==> src/hdl/wps_pkg.sv <==
// shared types and constants for the wheel pair synchronizer
package wps_pkg;

  localparam int unsigned SpeedW  = 16;
  localparam int unsigned ErrW    = 17;
  localparam int unsigned AccW    = 27;
  localparam int unsigned CfgW    = 16;
  localparam int unsigned CfgIdxW = 2;
  localparam int unsigned QuotW   = 15;
  localparam int unsigned DivCntW = 4;

  // register indexes
  localparam logic [CfgIdxW-1:0] RegMinSpeed = 2'd0;
  localparam logic [CfgIdxW-1:0] RegPropGain = 2'd1;
  localparam logic [CfgIdxW-1:0] RegIntGain  = 2'd2;
  localparam logic [CfgIdxW-1:0] RegMaxCorr  = 2'd3;

  // integral limit, 2.0 in Q.24
  localparam logic signed [29:0] IntegLimit = 30'sd33554432;

  typedef struct packed {
    logic load_in;
    logic check;
    logic clr_acc;
    logic div_load;
    logic div_sel;
    logic div_step;
    logic store_l;
    logic store_r;
    logic m1;
    logic m2;
    logic m3;
    logic m4;
    logic m5;
    logic m6;
    logic m7;
    logic out_load;
  } wps_cmd_t;

  typedef struct packed {
    logic act_ok;
    logic div_busy;
  } wps_status_t;

endpackage

==> src/hdl/wps_ctrl.sv <==
// sequencing state machine for the wheel pair synchronizer
module wps_ctrl import wps_pkg::*; (
  input  logic        clk_i,
  input  logic        rst_ni,
  input  logic        s_tvalid_i,
  output logic        s_tready_o,
  output logic        m_tvalid_o,
  input  logic        m_tready_i,
  input  wps_status_t status_i,
  output wps_cmd_t    cmd_o
);

  localparam logic [3:0] StIdle  = 4'd0;
  localparam logic [3:0] StCheck = 4'd1;
  localparam logic [3:0] StDlLd  = 4'd2;
  localparam logic [3:0] StDlRun = 4'd3;
  localparam logic [3:0] StDrLd  = 4'd4;
  localparam logic [3:0] StDrRun = 4'd5;
  localparam logic [3:0] StM1    = 4'd6;
  localparam logic [3:0] StM2    = 4'd7;
  localparam logic [3:0] StM3    = 4'd8;
  localparam logic [3:0] StM4    = 4'd9;
  localparam logic [3:0] StM5    = 4'd10;
  localparam logic [3:0] StM6    = 4'd11;
  localparam logic [3:0] StM7    = 4'd12;
  localparam logic [3:0] StFin   = 4'd13;

  logic [3:0] state_q, state_d;
  logic       ovalid_q, ovalid_d;

  always_comb begin
    state_d  = state_q;
    ovalid_d = ovalid_q;
    cmd_o    = '0;
    if (ovalid_q && m_tready_i) begin
      ovalid_d = 1'b0;
    end
    case (state_q)
      StIdle: begin
        if (s_tvalid_i) begin
          cmd_o.load_in = 1'b1;
          state_d = StCheck;
        end
      end
      StCheck: begin
        cmd_o.check = 1'b1;
        if (status_i.act_ok) begin
          state_d = StDlLd;
        end else begin
          cmd_o.clr_acc = 1'b1;
          state_d = StFin;
        end
      end
      StDlLd: begin
        cmd_o.div_load = 1'b1;
        cmd_o.div_sel  = 1'b0;
        state_d = StDlRun;
      end
      StDlRun: begin
        if (status_i.div_busy) begin
          cmd_o.div_step = 1'b1;
        end else begin
          cmd_o.store_l = 1'b1;
          state_d = StDrLd;
        end
      end
      StDrLd: begin
        cmd_o.div_load = 1'b1;
        cmd_o.div_sel  = 1'b1;
        state_d = StDrRun;
      end
      StDrRun: begin
        if (status_i.div_busy) begin
          cmd_o.div_step = 1'b1;
        end else begin
          cmd_o.store_r = 1'b1;
          state_d = StM1;
        end
      end
      StM1: begin cmd_o.m1 = 1'b1; state_d = StM2; end
      StM2: begin cmd_o.m2 = 1'b1; state_d = StM3; end
      StM3: begin cmd_o.m3 = 1'b1; state_d = StM4; end
      StM4: begin cmd_o.m4 = 1'b1; state_d = StM5; end
      StM5: begin cmd_o.m5 = 1'b1; state_d = StM6; end
      StM6: begin cmd_o.m6 = 1'b1; state_d = StM7; end
      StM7: begin cmd_o.m7 = 1'b1; state_d = StFin; end
      StFin: begin
        if (!ovalid_q || m_tready_i) begin
          cmd_o.out_load = 1'b1;
          ovalid_d = 1'b1;
          state_d  = StIdle;
        end
      end
      default: state_d = StIdle;
    endcase
  end

  always_ff @(posedge clk_i or negedge rst_ni) begin
    if (!rst_ni) begin
      state_q  <= StIdle;
      ovalid_q <= 1'b0;
    end else begin
      state_q  <= state_d;
      ovalid_q <= ovalid_d;
    end
  end

  assign s_tready_o = (state_q == StIdle);
  assign m_tvalid_o = ovalid_q;

endmodule

==> config.mk <==
export PLATFORM = sky130hd
export DESIGN_NAME = wps_ctrl
export DESIGN_NICKNAME = d
export VERILOG_FILES = /design/src/hdl/wps_pkg.sv /design/src/hdl/wps_ctrl.sv
export SDC_FILE = /design/constraint.sdc
export NUM_CORES = 1
export LEC_CHECK = 0
export ABC_AREA = 1
export BUFFER_PORTS_ARGS = -buffer_cell sky130_fd_sc_hd__buf_2
export CAP_MARGIN = 20
export CELL_PAD_IN_SITES_DETAIL_PLACEMENT = 1
export CELL_PAD_IN_SITES_GLOBAL_PLACEMENT = 1
export CORE_MARGIN = 2
export CORE_UTILIZATION = 29
export CTS_BUF_LIST = sky130_fd_sc_hd__clkbuf_8
export DETAILED_ROUTE_END_ITERATION = 10
export GPL_TIMING_DRIVEN = 0
export PLACE_DENSITY = 0.81
export SYNTH_ARGS = -nofsm -noshare
export SYNTH_HDL_FRONTEND = slang
export SYNTH_SLANG_ARGS = --single-unit
==> constraint.sdc <==
create_clock -name clk_i -period 1.5 [get_ports clk_i]
set_input_delay 0.075 -clock clk_i [delete_from_list [all_inputs] [get_ports clk_i]]
set_output_delay 0.075 -clock clk_i [all_outputs]
set_load 0.02 [all_outputs]
== Word level (Yosys, flattened, before mapping) ==
Index checks and enable logic that the tools add are counted.
Operators by class
  equal/unequal tests: 17
  mux-type cells: 28
  reduce and logical (&&, ||, !) cells: 6
Operators with widths (number)
  case mux 4 bit (14 select lines): 1
  equality test 4 bit (second input constant): 6
  two-way mux 1 bit: 20
  two-way mux 4 bit: 5
  equality test 4 x 3 -> 1 bit (second input constant): 4
  equality test 4 x 2 -> 1 bit (second input constant): 2
  != test 2 bit (second input constant): 4
  equality test 4 x 1 -> 1 bit (second input constant): 1
  zero test 4 bit: 1
  case mux 2 bit (2 select lines): 1
  AND reduction 4 bit: 1
  two-way mux 2 bit: 1
  OR reduction 2 bit: 1
  logical AND 1 bit: 1
  zero test 1 bit: 1
  logical OR 1 bit: 1
Storage, ports and cells
  flip-flop bits (word level): 5
  input port bits: 6
  output and inout bits: 18
  word-level logic and storage cells: 53

== Logic depth before layout (Yosys ltp) ==
Gate-level depths: netlist (run 1).
  depth after elaboration: 4
  depth in mapped cells: 9

== Worst setup path after synthesis (run 1) ==
OpenSTA, ideal clock, no wires.
  kind: register to output
  start: register state_q[3]
  end: output cmd_o[10] (netlist name)
  data arrival time: 1.229 ns
  required time: 1.425 ns
  slack: 0.196 ns
  cell stages (with the launch flop): 4
  path buffers: 0
  cells stage by stage: dfrtp_1 > nor2_2 > nand2_1 > a21boi_0
RTL lines
  from (decl): line wps_ctrl.sv:28  | logic [3:0] state_q, state_d;
  from (signal assigned): line wps_ctrl.sv:100  | state_q <= StIdle;
  from (signal assigned): line wps_ctrl.sv:103  | state_q <= state_d;
  to (decl): line wps_ctrl.sv:10  | output wps_cmd_t cmd_o

==> results of run 1 <==
==> cell usage after synthesis (all sizes together) <==
cell type / n / area, sq um
a21boi: 1 / 7.51
inv: 22 / 82.6
dfrtp: 5 / 125
nor3: 2 / 10.0
nor2: 21 / 98.8
o21ai: 2 / 10.0
nand3: 5 / 25.0
nand2: 35 / 134
==> worst max path at each step <==
stage               start  slack (ns)        end
2_1_floorplan  state_q[3]        0.20  cmd_o[10]
3_3_place_gp   state_q[3]        0.28  cmd_o[10]
3_5_place_dp   state_q[3]        0.24  cmd_o[10]
4_1_cts        state_q[3]       0.005  cmd_o[10]
5_1_grt        state_q[0]       0.008  cmd_o[12]
6_report       state_q[0]        0.09  cmd_o[15]
==> layer usage <==
| metal | part of all wire, % | wire length (um) |
|---|---|---|
| met4 | 1.4 | 21 |
| met5 | 0 | 0 |
| met1 | 47 | 726 |
| met2 | 48 | 740 |
| met3 | 2.9 | 44 |
==> worst max-delay path, stage by stage, from the launching register on <==
cell and delay (ns):
dfrtp_2 0.43, nor2_1 0.26, inv_2 0.10, nor3_1 0.13, buf_2 0.19
==> sequential cells by signal, summed over array words and instances, names as in the netlist <==
register,count
m_tvalid_o,1
state_q,4
==> layout by cell type, fill, tap and decap left out, types with 3 or more instances in the layout <==
cell      count
inv_1        19
nand2_1      34
nor2_1       15
inv_2         4
nor2_2        4
buf_2        23
clkbuf_8      3
dfrtp_1       3
nand3_1       5
==> per-stage QoR <==
stage | setup slack [ns] | std cells | power, mW | cell area [sq um]
floorplan | 0.196 | 93 | 0.977 | 493
global placement | 0.277 | 132 | 1.24 | 628
detailed placement | 0.245 | 132 | 1.26 | 628
CTS | 0.00468 | 137 | 1.51 | 683
global route | 0.00771 | 137 | 1.68 | 691
finish | 0.0898 | 137 | 1.52 | 691
==> cell families after synthesis <==
| group | synth area share (%) |
|---|---|
| buf+inv | 16.7 |
| compound gates | 3.55 |
| flops | 25.4 |
| simple gates | 54.3 |
==> power groups by stage <==
stage	registers, mW	logic, mW	clock network, mW
after floorplan	0.274	0.703	0
after global placement	0.276	0.963	0
after detailed placement	0.282	0.982	0
after CTS	0.282	0.988	0.245
after global routing	0.302	1.12	0.257
final	0.294	0.984	0.240
==> layout make-up <==
cell class                 count  area (sq um)  area share, %
timing repair buffer          24           125           18.1
multi-input combinational     66           290           42.0
tap                           16          20.0           2.90
sequential                     5           128           18.5
clock buffer                   3          41.3           5.98
inverter                      22          82.6           12.0
clock inverter                 1          3.75          0.543
==> what timing repair did <==
action / 4_1_cts / 5_1_grt
gates resized for setup: 0 / 4
hold buffers: 1 / 0
endpoints found under the setup margin: 0 / 2
hold endpoints to repair: 5 / 0
==> reports/results.ini, run 1 <==
[min_path]
hold_path_depth = 2
worstHoldStart = m_tready_i
holdCritPathClass = in2reg
min_to = m_tvalid_o

[global_routing]
busiest_layer = met2
grt_pass1_wl_um = 2560
grt_max_degree = 7
grt_use_total_pct = 17.5
antenna_found_initial = 0
met2_usage_pct = 29.1
grt_util_met1_pct = 22.5
grt_pass1_vias = 617
met3_usage_pct = 2.40
globalRouteOverflowTotal = 0

[logic_synthesis]
synthCells = 93
synth-seq-area-share_pct = 25.4
syn_area_per_cell_sq_um = 5.30
syn-cell-area_sq_um = 493
ys_ff_latch = 5
ys_types = 12
yosys_warnings = 0
syn-num-nets = 99

[power]
p_per_area_nw_per_um2 = 2200
leakage_nw = 0.511
peakVddDrop_uv = 1170
combPwrFrac_pct = 64.8
power.internal_mw = 0.689
power_frac_seq_pct = 19.4
clkPwrFrac_pct = 15.8
power_switching_mw = 0.829
power.share.switching_pct = 54.6

[floorplan]
die_area_sq_um = 2050
io_pins = 24
fp.dieH_um = 45.2
rows = 14
core_sq_um = 1540
initial_core_util_pct = 32.0
die_w_um = 45.2

[sta]
fmax_mhz = 709
tns_ns = 0
finalSetupViolCount = 0
hold_ws_ns = 0.0822
tightest_slew_ns = 0.295
fin_crit_ns = 1.41
clock_skew_ns = 0.00311
finalHoldViolCount = 0
max-slew-margin-rel_pct = 80.2
finalCritPeriodShare_pct = 94.0
finalMaxSlewViolations = 0
rsz0062_at_grt = false

[layout]
antenna_cells = 0
fin_nets = 128
fillers = 239
syn_to_final_growth_pct = 40.1
fin_util_pct = 44.8
drive_gt1_share_pct = 32.2

[placed_design]
routabilityCongestion = 0.835
port_buffers = 23
hpwl_um = 1320

[clocking]
clock_tree.buffer_depth = 2
post_cts_buffers = 0
cts_tree = built
clk_pin_slew_ns = 0.04
htree_levels = 1
cts_root_buf = clkbuf_8
cts_buffers = 3
insertion_delay_ns = 0.22
cts.sinks = 5

[setup_path]
required_ns = 1.42
crit_arrival_ns = 1.34
crit_path_end_kind = output pin
r2r_slack_ns = 0.26
ff2ff_path_depth = 7
reg2reg_from = state_q[3]
path_max_fanout = 6
reg2reg_to = state_q[0]
critPathKind = reg2out
start_kind = flip-flop

[outcome]
outcome = complete, no violations

[route]
num_vias = 612
dr.first_iter.drc_count = 7
remaining_drc_errors = 0
wl_um = 1530
wire_per_inst_um = 11.2
viasPerCell = 4.47
drt_pass1_iterations = 4
ant_nets = 0

[job]
drv_cap = 0

Power figures use the tool's default switching activity.
==> run 2, diff against run 1 <==
Settings changed: CORE_UTILIZATION 29 to 31, PLACE_DENSITY 0.81 to 0.86, SLEW_MARGIN set to 20.
Clock period 1.5 ns to 1.7 ns, I/O delays scaled along.
==> reports/results.ini, run 2 (same netlist as run 1, synthesis figures left out) <==
[layout]
fin_nets = 128
largest_register_ffs = 4
antenna_cells = 0
top_register = state_q
final_cell_mix = nand2_1 (34), buf_2 (23), inv_1 (19)
fin_util_pct = 45.3
stdcell_area_sq_um = 683
mostFrequentLayoutCell = nand2_1
drive_gt1_share_pct = 30.6
syn_to_final_growth_pct = 38.6

[setup_path]
slowest_delay_ns = 0.44
crit_arrival_ns = 1.44
start_kind = flip-flop
reg2reg_to = state_q[0]
crit_path_end_kind = output pin
path_max_fanout = 5
critPathKind = reg2out
crit_slowest_cell = dfrtp_1
required_ns = 1.62
reg2reg_from = state_q[3]
ff2ff_path_depth = 6
cp_cell_sequence = nor2_2 > nand2_1 > a21boi_0 > buf_2
r2r_slack_ns = 0.43

[route]
dr.first_iter.drc_count = 2
num_vias = 644
wire_per_inst_um = 12.4
remaining_drc_errors = 0
viasPerCell = 4.70
ant_nets = 0
wl_um = 1710
drt_pass1_iterations = 4

[sta]
fin_crit_ns = 1.52
finalCritPeriodShare_pct = 89.6
rsz0062_at_grt = false
finalHoldViolCount = 0
tightest_slew_ns = 0.285
hold_ws_ns = 0.145
setup_slack_ns = 0.177
fmax_mhz = 657
finalMaxSlewViolations = 0
clock_skew_ns = 0.00282
max-slew-margin-rel_pct = 80.9
finalSetupViolCount = 0
tns_ns = 0

[placed_design]
place_ws_ns = 0.416
place_area_sq_um = 628
port_buffers = 23
hpwl_um = 1380
routabilityCongestion = 0.843

[clocking]
cts.sinks = 5
clock_tree.buffer_depth = 2
cts_buffers = 3
post_cts_buffers = 0
cts_root_buf = clkbuf_8
insertion_delay_ns = 0.22
cts_tree = built
htree_levels = 1
clk_pin_slew_ns = 0.04

[global_routing]
grt_max_degree = 7
antenna_found_initial = 0
grt_use_total_pct = 20.3
globalRouteOverflowTotal = 0
grt_pass1_wl_um = 2820
grt_pass1_vias = 670

[min_path]
hold_path_depth = 2
min_to = m_tvalid_o
worstHoldStart = m_tready_i
holdCritPathClass = in2reg

[outcome]
outcome = complete, no violations

[floorplan]
rows = 14
die_area_sq_um = 1930
core_sq_um = 1510
initial_core_util_pct = 32.7
die_w_um = 43.9
io_pins = 24
fp.dieH_um = 43.9

[job]
drv_cap = 0

[power]
leakage_nw = 0.511
peakVddDrop_uv = 830
p_per_area_nw_per_um2 = 1980

==> run 2: changes by cell type in the layout (fill, tap and decap cells not counted) <==
cell and delta:
dfrtp_2 -2, nor2_4 -1, a21boi_0 +1, dfrtp_1 +2, a21boi_1 -1, nor2_2 +1
==> run 2: worst max path at each step <==
stage / startpoint / cells past startpoint / to
final: state_q[3] / 4 / cmd_o[10]
after global routing: state_q[3] / 4 / cmd_o[10]
after CTS: state_q[3] / 4 / cmd_o[10]
after detailed placement: state_q[3] / 4 / cmd_o[10]
after global placement: state_q[3] / 4 / cmd_o[10]
after floorplan: state_q[3] / 3 / cmd_o[10]
==> run 2: through the flow <==
stage          std cells  total power [mW]
3_5_place_dp         132              1.12
5_1_grt              137              1.49
6_report             137              1.35
4_1_cts              137              1.34
3_3_place_gp         132              1.09
2_1_floorplan         93             0.862
==> run 2: critical path, delay by kind of cell (launching register included) <==
| family | cells | cell delay (ns) |
|---|---|---|
| buffers and inverters | 1 | 0.19 |
| flip-flops | 1 | 0.44 |
| AND/OR/NAND/NOR | 2 | 0.39 |
| AO/OA/AOI/OAI | 1 | 0.19 |
==> run 2: final cells by class <==
class,count,area (sq um)
Inverter,22,82.6
Sequential cell,5,125
Multi-Input combinational cell,66,285
Fill cell,227,823
Clock inverter,1,3.75
Timing Repair Buffer,24,125
Tap cell,16,20.0
Clock buffer,3,41.3
==> run 2: report_power, final <==
| group | switching (mW) | total (mW) | internal, mW | leakage, nW |
|---|---|---|---|---|
| clock | 0.0618 | 0.217 | 0.155 | 0.0269 |
| sequential | 0.0757 | 0.252 | 0.176 | 0.0636 |
| combinational | 0.614 | 0.881 | 0.266 | 0.421 |
==> run 2: timing repair <==
| item | CTS | global route |
|---|---|---|
| setup endpoints to repair | 0 | 0 |
| resized for setup | 0 | 0 |
| hold buffers | 1 | 0 |
| hold endpoints to repair | 5 | 0 |
==> run 2: routing by layer <==
| layer | vias to the layer above | GRT usage [%] | wire length, um |
|---|---|---|---|
| met5 | - | 0 | 0 |
| met2 | 16 | 38.2 | 936 |
| met1 | 296 | 21.0 | 664 |
| met4 | 0 | 10.3 | 43 |
| met3 | 6 | 3.33 | 61 |
| li1 | 326 | - | - |
